File: config.mk
export PLATFORM = sky130hd
export DESIGN_NAME = fnv_open_address_hash_table
export DESIGN_NICKNAME = d
export VERILOG_FILES = /design/src/rtl/fnvht_pkg.sv /design/src/rtl/fnvht_front.sv /design/src/rtl/fnvht_queue.sv /design/src/rtl/fnvht_back.sv /design/src/rtl/fnv_open_address_hash_table.sv
export VERILOG_INCLUDE_DIRS = /design/src /design/src/rtl
export SDC_FILE = /design/constraint.sdc
export NUM_CORES = 2
export LEC_CHECK = 0
export BUFFER_PORTS_ARGS = -buffer_cell sky130_fd_sc_hd__buf_2
export CORE_ASPECT_RATIO = 1.2
export CORE_MARGIN = 5
export CORE_UTILIZATION = 53
export CTS_CLUSTER_SIZE = 16
export DETAILED_ROUTE_END_ITERATION = 8
export PLACE_DENSITY = 0.69
export SLEW_MARGIN = 20
export SYNTH_ARGS = -nofsm -noshare
export SYNTH_HDL_FRONTEND = slang
export SYNTH_HIERARCHICAL = 1
export SYNTH_SLANG_ARGS = --single-unit
File: constraint.sdc
create_clock -name clk -period 24.9 [get_ports clk]
set_clock_uncertainty 0.1 [all_clocks]
set_input_delay 2.49 -clock clk [delete_from_list [all_inputs] [get_ports clk]]
set_output_delay 2.49 -clock clk [all_outputs]
set_load 0.005 [all_outputs]
File: src/rtl/fnv_open_address_hash_table_macros.svh
// Assertion macros for the open-address hash table RTL.
// No dependencies; included by modules that carry assertions.
`ifndef FNV_OPEN_ADDRESS_HASH_TABLE_MACROS_SVH
`define FNV_OPEN_ADDRESS_HASH_TABLE_MACROS_SVH
// Assert that a condition implies a property on the same edge.
`define FNV_ASSERT_IMP(label, clk, rst, cond, prop) \
  label: assert property (@(posedge clk) disable iff (rst) (cond) |-> (prop)) \
    else $error("assertion failed");
// Assert that a condition implies a property on the next edge.
`define FNV_ASSERT_NEXT(label, clk, rst, cond, prop) \
  label: assert property (@(posedge clk) disable iff (rst) (cond) |=> (prop)) \
    else $error("assertion failed");
`endif

File: src/rtl/fnvht_pkg.sv
// Shared types and constants for the open-address hash table.
// No dependencies.
package fnvht_pkg;
  localparam logic [63:0] FNV_START = 64'hcbf29ce484222325;
  localparam logic [63:0] FNV_MULT  = 64'h00000100000001b3;
  localparam logic [1:0] ACT_SEARCH = 2'd0;
  localparam logic [1:0] ACT_INSERT = 2'd1;
  localparam logic [1:0] ACT_DELETE = 2'd2;
  localparam logic [1:0] ST_DONE    = 2'd0;
  localparam logic [1:0] ST_MISSING = 2'd1;
  localparam logic [1:0] ST_FULL    = 2'd2;

  typedef struct packed {
    logic [1:0]  action;
    logic [63:0] key;
    logic [63:0] value;
    logic [63:0] mask;
    logic [63:0] hash;
  } cmd_t;

  function automatic logic [63:0] byte_mask(input logic [3:0] n);
    logic [63:0] m;
    m = '0;
    for (int i = 0; i < 8; i++) begin
      if ((i < n) || (i == 0)) m[i*8 +: 8] = 8'hff;
    end
    return m;
  endfunction
endpackage

File: src/rtl/fnvht_front.sv
// Front part: accepts items and hashes the key one byte at a time, XOR state then multiply state.
// Depends on fnvht_pkg.
module fnvht_front (
  input  logic                clk,
  input  logic                rst,
  input  logic                in_valid,
  output logic                in_ready,
  input  logic [1:0]          action,
  input  logic [63:0]         key,
  input  logic [63:0]         value,
  input  logic [3:0]          key_bytes,
  output logic                cmd_valid,
  input  logic                cmd_ready,
  output fnvht_pkg::cmd_t     cmd
);
  import fnvht_pkg::*;
  localparam logic [1:0] S_IDLE = 2'd0;
  localparam logic [1:0] S_XOR  = 2'd1;
  localparam logic [1:0] S_MUL  = 2'd2;
  localparam logic [1:0] S_OUT  = 2'd3;

  logic [1:0]  state;
  logic [3:0]  idx;
  logic [3:0]  nbytes;
  logic [63:0] prod_lo;
  logic [63:0] prod_hi;
  logic [7:0]  kbyte;

  assign in_ready  = (state == S_IDLE);
  assign cmd_valid = (state == S_OUT);
  assign kbyte = cmd.key[idx[2:0]*8 +: 8];

  always_ff @(posedge clk) begin
    if (rst) begin
      state <= S_IDLE;
    end else begin
      unique case (state)
        S_IDLE: if (in_valid) begin
          state <= S_XOR;
        end
        S_XOR: state <= S_MUL;
        S_MUL: state <= (idx == nbytes) ? S_OUT : S_XOR;
        S_OUT: if (cmd_ready) begin
          state <= S_IDLE;
        end
        default: state <= S_IDLE;
      endcase
    end
  end

  // Latch the command on accept; per byte multiply by 2^40 + 0x1b3: a shift plus a narrow product, registered.
  always_ff @(posedge clk) begin
    if (state == S_IDLE && in_valid) begin
      cmd.action <= action;
      cmd.key    <= key;
      cmd.value  <= value;
      cmd.mask   <= byte_mask(key_bytes);
      nbytes     <= (key_bytes == 4'd0) ? 4'd1 : ((key_bytes > 4'd8) ? 4'd8 : key_bytes);
      cmd.hash   <= FNV_START;
      idx        <= 4'd0;
    end else if (state == S_XOR) begin
      prod_lo <= (cmd.hash ^ {56'd0, kbyte}) * 64'h1b3;
      prod_hi <= {cmd.hash[23:8], cmd.hash[7:0] ^ kbyte, 40'd0};
      idx     <= idx + 4'd1;
    end else if (state == S_MUL) begin
      cmd.hash <= prod_lo + prod_hi;
    end
  end
endmodule

File: src/rtl/fnvht_queue.sv
// Two-entry queue between front and back parts.
// Depends on fnvht_pkg.
module fnvht_queue (
  input  logic             clk,
  input  logic             rst,
  input  logic             wr_valid,
  output logic             wr_ready,
  input  fnvht_pkg::cmd_t  wr_data,
  output logic             rd_valid,
  input  logic             rd_ready,
  output fnvht_pkg::cmd_t  rd_data
);
  import fnvht_pkg::*;
  cmd_t       mem [2];
  logic       wptr;
  logic       rptr;
  logic [1:0] count;

  assign wr_ready = (count != 2'd2);
  assign rd_valid = (count != 2'd0);
  assign rd_data  = mem[rptr];

  always_ff @(posedge clk) begin
    if (wr_valid && wr_ready) mem[wptr] <= wr_data;
  end

  always_ff @(posedge clk) begin
    if (rst) begin
      wptr <= 1'b0;
      rptr <= 1'b0;
      count <= 2'd0;
    end else begin
      if (wr_valid && wr_ready) wptr <= ~wptr;
      if (rd_valid && rd_ready) rptr <= ~rptr;
      count <= count + {1'b0, wr_valid && wr_ready} - {1'b0, rd_valid && rd_ready};
    end
  end
endmodule

File: src/rtl/fnvht_back.sv
// Back part: probes slots one at a time, reading then checking each, and updates the table.
// Depends on fnvht_pkg and the assertion macro header.
module fnvht_back #(
  parameter int SLOTS = 16
) (
  input  logic             clk,
  input  logic             rst,
  input  logic             cmd_valid,
  output logic             cmd_ready,
  input  fnvht_pkg::cmd_t  cmd,
  output logic             out_valid,
  input  logic             out_ready,
  output logic [1:0]       status,
  output logic [63:0]      found_value,
  output logic [3:0]       slot,
  output logic [4:0]       entries
);
  import fnvht_pkg::*;
  `include "fnv_open_address_hash_table_macros.svh"
  localparam int AW = (SLOTS > 1) ? $clog2(SLOTS) : 1;
  localparam int CW = $clog2(SLOTS + 1);
  localparam logic [1:0] S_IDLE  = 2'd0;
  localparam logic [1:0] S_READ  = 2'd1;
  localparam logic [1:0] S_CHECK = 2'd2;
  localparam logic [1:0] S_OUT   = 2'd3;

  logic [1:0]     state;
  logic [AW-1:0]  ptr;
  logic [SLOTS-1:0] valid_bits;
  logic [CW-1:0]  count;
  logic [63:0]    key_store [SLOTS];
  logic [63:0]    value_store [SLOTS];
  logic [63:0]    rd_key;
  logic [63:0]    rd_value;
  logic           rd_ok;
  logic           hit;
  logic           last;
  logic           is_ins;
  logic [AW:0]    slot_wide;

  // Pop the queue entry only when its result is taken.
  assign cmd_ready = (state == S_OUT) && out_ready;
  assign out_valid = (state == S_OUT);
  assign hit    = rd_ok && ((rd_key & cmd.mask) == (cmd.key & cmd.mask));
  assign last   = (ptr == AW'(SLOTS - 1));
  assign is_ins = (cmd.action == ACT_INSERT);
  assign slot_wide = {1'b0, ptr};
  assign entries = 5'(count);

  always_ff @(posedge clk) begin
    rd_key   <= key_store[ptr];
    rd_value <= value_store[ptr];
    rd_ok    <= valid_bits[ptr];
    if (state == S_CHECK && is_ins && (!rd_ok || hit)) begin
      key_store[ptr]   <= cmd.key;
      value_store[ptr] <= cmd.value;
    end
  end

  always_ff @(posedge clk) begin
    if (rst) begin
      state <= S_IDLE;
      valid_bits <= '0;
      count <= '0;
    end else begin
      unique case (state)
        S_IDLE: if (cmd_valid) begin
          ptr <= cmd.hash[AW-1:0];
          state <= S_READ;
        end
        S_READ: state <= S_CHECK;
        S_CHECK: begin
          // Hold the queue entry until the result is taken.
          if (is_ins && (!rd_ok || hit)) begin
            if (!rd_ok) count <= count + CW'(1);
            valid_bits[ptr] <= 1'b1;
            status <= ST_DONE; found_value <= '0; slot <= 4'(slot_wide);
            state <= S_OUT;
          end else if (!is_ins && hit) begin
            status <= ST_DONE; slot <= 4'(slot_wide);
            if (cmd.action == ACT_DELETE) begin
              valid_bits[ptr] <= 1'b0;
              count <= count - CW'(1);
              found_value <= '0;
            end else begin
              found_value <= rd_value;
            end
            state <= S_OUT;
          end else if (last) begin
            status <= is_ins ? ST_FULL : ST_MISSING;
            found_value <= '0; slot <= 4'd0;
            state <= S_OUT;
          end else begin
            ptr <= ptr + AW'(1);
            state <= S_READ;
          end
        end
        S_OUT: if (out_ready) begin
          state <= S_IDLE;
        end
        default: state <= S_IDLE;
      endcase
    end
  end

  `FNV_ASSERT_IMP(a_count_bound, clk, rst, 1'b1, count <= CW'(SLOTS))
  `FNV_ASSERT_IMP(a_count_match, clk, rst, state == S_IDLE, count == CW'($countones(valid_bits)))
  `FNV_ASSERT_NEXT(a_out_hold, clk, rst, out_valid && !out_ready, out_valid && $stable(status))
endmodule

File: src/rtl/fnv_open_address_hash_table.sv
// Open-address key/value table, FNV-1a 64 hashed, linear probe without wrap.
// Front and back each work on one word at a time: the front takes a new word only once
// its last hash is in the queue; the back pops a word only when its result is taken.
// Hash and probe overlap across the queue; a full probe sets the rate.
// Reset (rst, synchronous): clears valid bits and count, sets key_bytes to 8.
// Depends on fnvht_pkg, fnvht_front, fnvht_queue, fnvht_back.
module fnv_open_address_hash_table #(
  parameter int SLOTS = 16
) (
  input  logic        clk,
  input  logic        rst,
  input  logic        in_valid,
  output logic        in_ready,
  input  logic [1:0]  action,
  input  logic [63:0] key,
  input  logic [63:0] value,
  input  logic        cfg_valid,
  output logic        cfg_ready,
  input  logic [3:0]  cfg_data,
  output logic        out_valid,
  input  logic        out_ready,
  output logic [1:0]  status,
  output logic [63:0] found_value,
  output logic [3:0]  slot,
  output logic [4:0]  entries
);
  import fnvht_pkg::*;
  logic [3:0] key_bytes;
  cmd_t f_cmd, b_cmd;
  logic f_valid, f_ready, b_valid, b_ready;

  // Take config writes any time.
  assign cfg_ready = 1'b1;
  always_ff @(posedge clk) begin
    if (rst) key_bytes <= 4'd8;
    else if (cfg_valid) key_bytes <= cfg_data;
  end

  fnvht_front u_front (.clk, .rst, .in_valid, .in_ready, .action, .key, .value,
    .key_bytes, .cmd_valid(f_valid), .cmd_ready(f_ready), .cmd(f_cmd));
  fnvht_queue u_queue (.clk, .rst, .wr_valid(f_valid), .wr_ready(f_ready),
    .wr_data(f_cmd), .rd_valid(b_valid), .rd_ready(b_ready), .rd_data(b_cmd));
  fnvht_back #(.SLOTS(SLOTS)) u_back (.clk, .rst, .cmd_valid(b_valid),
    .cmd_ready(b_ready), .cmd(b_cmd), .out_valid, .out_ready, .status,
    .found_value, .slot, .entries);
endmodule
* Yosys cells after proc, flatten, opt, wreduce, memory -nomap -nowiden
Memory sizes are Yosys's and may differ from the RTL's. A register that Yosys moved wholly into a read port is not among the register bits.
Index checks and enable logic that the tools add are counted.
** Operators by class
- Add/subtract/negate cells :: 7
- $mul :: 1
- $lt $le $gt $ge :: 10
- Equality and inequality tests :: 20
- Shifts and indexed selects :: 1
- Multiplexer cells :: 48
- Bitwise operators :: 12
- Reduce and logical (&&, ||, !) cells :: 31
** Operators with widths (number)
- 64-bit 2-to-1 mux :: 3
- 64-bit AND :: 2
- 64-bit adder :: 1
- 64-bit equality test :: 1
- 64-bit by 9-bit multiplier with 64-bit output (second input constant) :: 1
- 64-bit by 7-bit variable part select with 8-bit output :: 1
- 64-bit by 8-bit bitwise XOR with 64-bit output :: 1
- 8-bit 2-to-1 mux :: 7
- 16-bit 2-to-1 mux :: 3
- 4-bit 2-to-1 mux :: 8
- 2-bit 2-to-1 mux :: 10
- 5-bit 2-to-1 mux :: 4
- 16-bit AND :: 1
- 3-bit by 4-bit less-than comparator with 1-bit output (first input constant) :: 4
- 2-bit inequality test (second input constant) :: 8
- 16-bit NOT :: 1
- 16-bit bitwise OR :: 1
- 2-bit case mux with 4 select lines :: 2
- 2-bit equality test (second input constant) :: 5
- 1-bit logical AND :: 10
- 4-bit by 1-bit adder with 4-bit output (second input constant) :: 2
- 2-bit by 4-bit less-than comparator with 1-bit output (first input constant) :: 2
- 1-bit 2-to-1 mux :: 8
- 4-bit case mux with 2 select lines :: 1
- 27 further kinds :: 43
** Word-level totals
- Bits in registers :: 454
- Bits in writable memories :: 2548
- Bits of input ports :: 139
- Output and inout port bits :: 78
- Word-level logic and storage cells :: 156
- Memories kept :: 3
** Memories
- u_back.key_store :: depth 16, bits a word 64, read ports 1, clocked after Yosys merged registers in 1, write ports 1, line fnvht_back.sv:31 : logic [63:0] key_store [SLOTS];
- u_back.value_store :: depth 16, bits a word 64, read ports 1, clocked after Yosys merged registers in 1, write ports 1, line fnvht_back.sv:32 : logic [63:0] value_store [SLOTS];
- u_queue.mem :: depth 2, bits a word 250, read ports 1, clocked after Yosys merged registers in 1, write ports 1, line fnvht_queue.sv:14 : cmd_t mem [2];

* Logic depth before layout (Yosys ltp)
- Word-level depth :: 9
- Gate-level depth with buffers :: 19
- Mapped depth without buffers :: 15

* Hierarchy
Netlist, hierarchy kept.
** Modules (own cells, without submodules)
- fnvht_back :: instances 1, cells an instance 3546, area an instance 84700.0 um^2, seq. area each 66764.0 um^2
- fnvht_front :: instances 1, cells an instance 1975, area an instance 21839.7 um^2, seq. area each 8247.9 um^2
- fnvht_queue :: instances 1, cells an instance 832, area an instance 19726.4 um^2, seq. area each 15595.0 um^2
- fnv_open_address_hash_table :: instances 1, cells an instance 15, area an instance 155.1 um^2, seq. area each 80.1 um^2

* Worst setup path before layout
OpenSTA, ideal clock, no wires.
- Kind :: register to register
- From :: register (tool-made name)
- To :: memory u_back.key_store[3][0], enable pin
- Library setup time :: 0.772 ns
- Arrival time :: 11.442 ns
- Required time :: 24.028 ns
- Setup slack :: 12.585 ns
- Cell stages (with the launch flop) :: 14
- Buffers on the path :: 4
- Clock period less this slack :: 12.315 ns
- Cells stage by stage :: dfxtp_1 > buf_6 > buf_6 > buf_6 > mux2_2 > xor2_1 > a22oi_1 > nand4_1 > nor4_2 > a21oi_1 > buf_2 > nor2_1 > inv_1 > nor3_1
** RTL lines (line)
- to (decl) :: fnvht_back.sv:31

==> impl_metrics.env <==
export IMPL_status="finished clean"
export IMPL_viasPerCell=6.08
export IMPL_worst_pin_slew_ns=1.17
export IMPL_dp_hpwl_um=121000
export IMPL_grt_pass1_vias=48500
export IMPL_cts_setup_buffers=0
export IMPL_syn_avg_cell_area_um2=23.4
export IMPL_leakage_uw=0.0381
export IMPL_gp_congestion=0.797
export IMPL_num_io_pins=217
export IMPL_setup_tns_ns=0
export IMPL_grt_usage_pct=21.6
export IMPL_clk_pin_slew_worst_paths_ns=0.06
export IMPL_maxSlewHeadroom_pct=22.1
export IMPL_via_count=46700
export IMPL_cts_max_path_buffers=4
export IMPL_finalPower_uw=9350
export IMPL_critical_path_arrival_ns=8.70
export IMPL_timing_hold_violations_final=0
export IMPL_die_w_um=418
export IMPL_rows=179
export IMPL_hp_start="u_front/cmd[231]$_DFFE_PP_"
export IMPL_layout_min_cycle_time_ns=8.29
export IMPL_final_common_cell="edfxtp_1"
export IMPL_cts_tree="done"
export IMPL_wl_per_cell_um=29.3
export IMPL_cp_end_kind="flip-flop"
export IMPL_area_growth_pct=11.9
export IMPL_path_class="flip-flop to flip-flop"
export IMPL_drt_drc_violations_left=0
export IMPL_crit_required_ns=25.31
export IMPL_fin_crit_sh_pct=33.3
export IMPL_antenna_found_initial=11
export IMPL_post_route_util_pct=59.7
export IMPL_clock_latency_ns=0.94
export IMPL_holdBufCountCts=0
export IMPL_fmax_mhz=121
export IMPL_grt_pass1_wl_um=330000
export IMPL_grt_max_degree=152
export IMPL_detail_route_antenna_nets=0
export IMPL_hp_class="flip-flop to flip-flop"
export IMPL_cp_max_fo=50
export IMPL_core_area_um2=198000
export IMPL_die_h_um=500
export IMPL_synthCells=4516
export IMPL_io_buffer_count=215
export IMPL_setup_viol_count_final=0
export IMPL_p_per_area_nw_per_um2=79.0
export IMPL_h_tree_depth=5
export IMPL_ir_worst_vdd_mv=0.0711
export IMPL_maxCapViolations=0
export IMPL_dr_pass1_iters=5
export IMPL_wl_um=225000
export IMPL_cts_buffers=288
export IMPL_cts_root_buffer="clkbuf_16"
export IMPL_drive_gt1_share_pct=31.1
export IMPL_drt_initial_drc_count=4486
export IMPL_final_nets=4986
export IMPL_yosys_warnings=6
export IMPL_rsz0062_at_grt="no"
export IMPL_cp_start_kind="flip-flop"
export IMPL_cts_resized=0
export IMPL_overflow=0
export IMPL_start_util_pct=53.4
export IMPL_layout_common_cells="edfxtp_1 (2663), mux4_2 (653), clkbuf_16 (293), buf_2 (215), mux2_4 (174)"
export IMPL_dieArea_um2=209000
export IMPL_syn_area_um2=106000
export IMPL_maxSlewViolCount=0
export IMPL_hold_worst_slack_ns=0.343
export IMPL_clock_sinks=2834
==> path summary, 6_finish.rpt <==
kind	to	slack, ns	cells after the start
worst min-delay path	u_queue/mem[0][231]$_DFFE_PP_	0.34	0
worst max register to register	u_back/key_store[12][59]$_DFFE_PP_	16.61	12
worst max-delay path	u_back/key_store[12][59]$_DFFE_PP_	16.61	12
worst min register to register	u_queue/mem[0][231]$_DFFE_PP_	0.34	0
==> cell type report <==
type,instances,area (um^2)
diodes,6,15.0
clock buffers,386,7870
clock inverters,113,932
fillers,13700,80000
inverters,83,367
multi-input cells,1338,20800
flip-flops and latches,2834,83400
well taps,2624,3280
repair buffers,289,1770
==> per-layer routing <==
| layer | global-route usage [%] | up-vias | share of wire (%) |
|---|---|---|---|
| met1 | 29.9 | 25100 | 40 |
| met4 | 5.92 | 4 | 2.4 |
| met5 | 0 | - | 0.0062 |
| met3 | 3.40 | 347 | 6.3 |
| met2 | 36.4 | 1784 | 51 |
| li1 | - | 19400 | - |
==> state kept, by name, summed over array words and instances, names as in the netlist, 5 cells and up, named ones only <==
signal              count
u_back/entries          5
u_back/found_value     64
u_back/key_store     1024
u_back/rd_key          64
u_back/rd_value        64
u_back/value_store   1024
u_front/cmd           141
u_queue/mem           396
==> power breakdown <==
part / internal [uW] / total [uW] / switching [uW]
sequential: 5190 / 5220 / 28.7
combinational: 30.3 / 79.1 / 48.8
clock: 2340 / 4060 / 1710
total: 7560 / 9350 / 1790
==> critical path: stages, from the launching register on <==
cell,delay [ns]
dfxtp_4,0.96
buf_4,0.73
mux2_2,0.54
xor2_1,0.26
a22oi_1,0.44
nand4_1,0.19
nor4_2,0.82
a21oi_1,0.17
buf_4,0.27
nor2_1,0.41
and4_4,0.93
buf_4,0.80
buf_4,0.92
==> through the flow <==
step	cells	setup WS (ns)	area (um^2)
after floorplan	4523	12.62	106000
after global placement	7168	16.79	110000
after detailed placement	7168	16.59	110000
after CTS	7667	16.55	118000
after global routing	7668	16.33	118000
final	7673	16.61	118000
(Power assumes the default switching activity.)
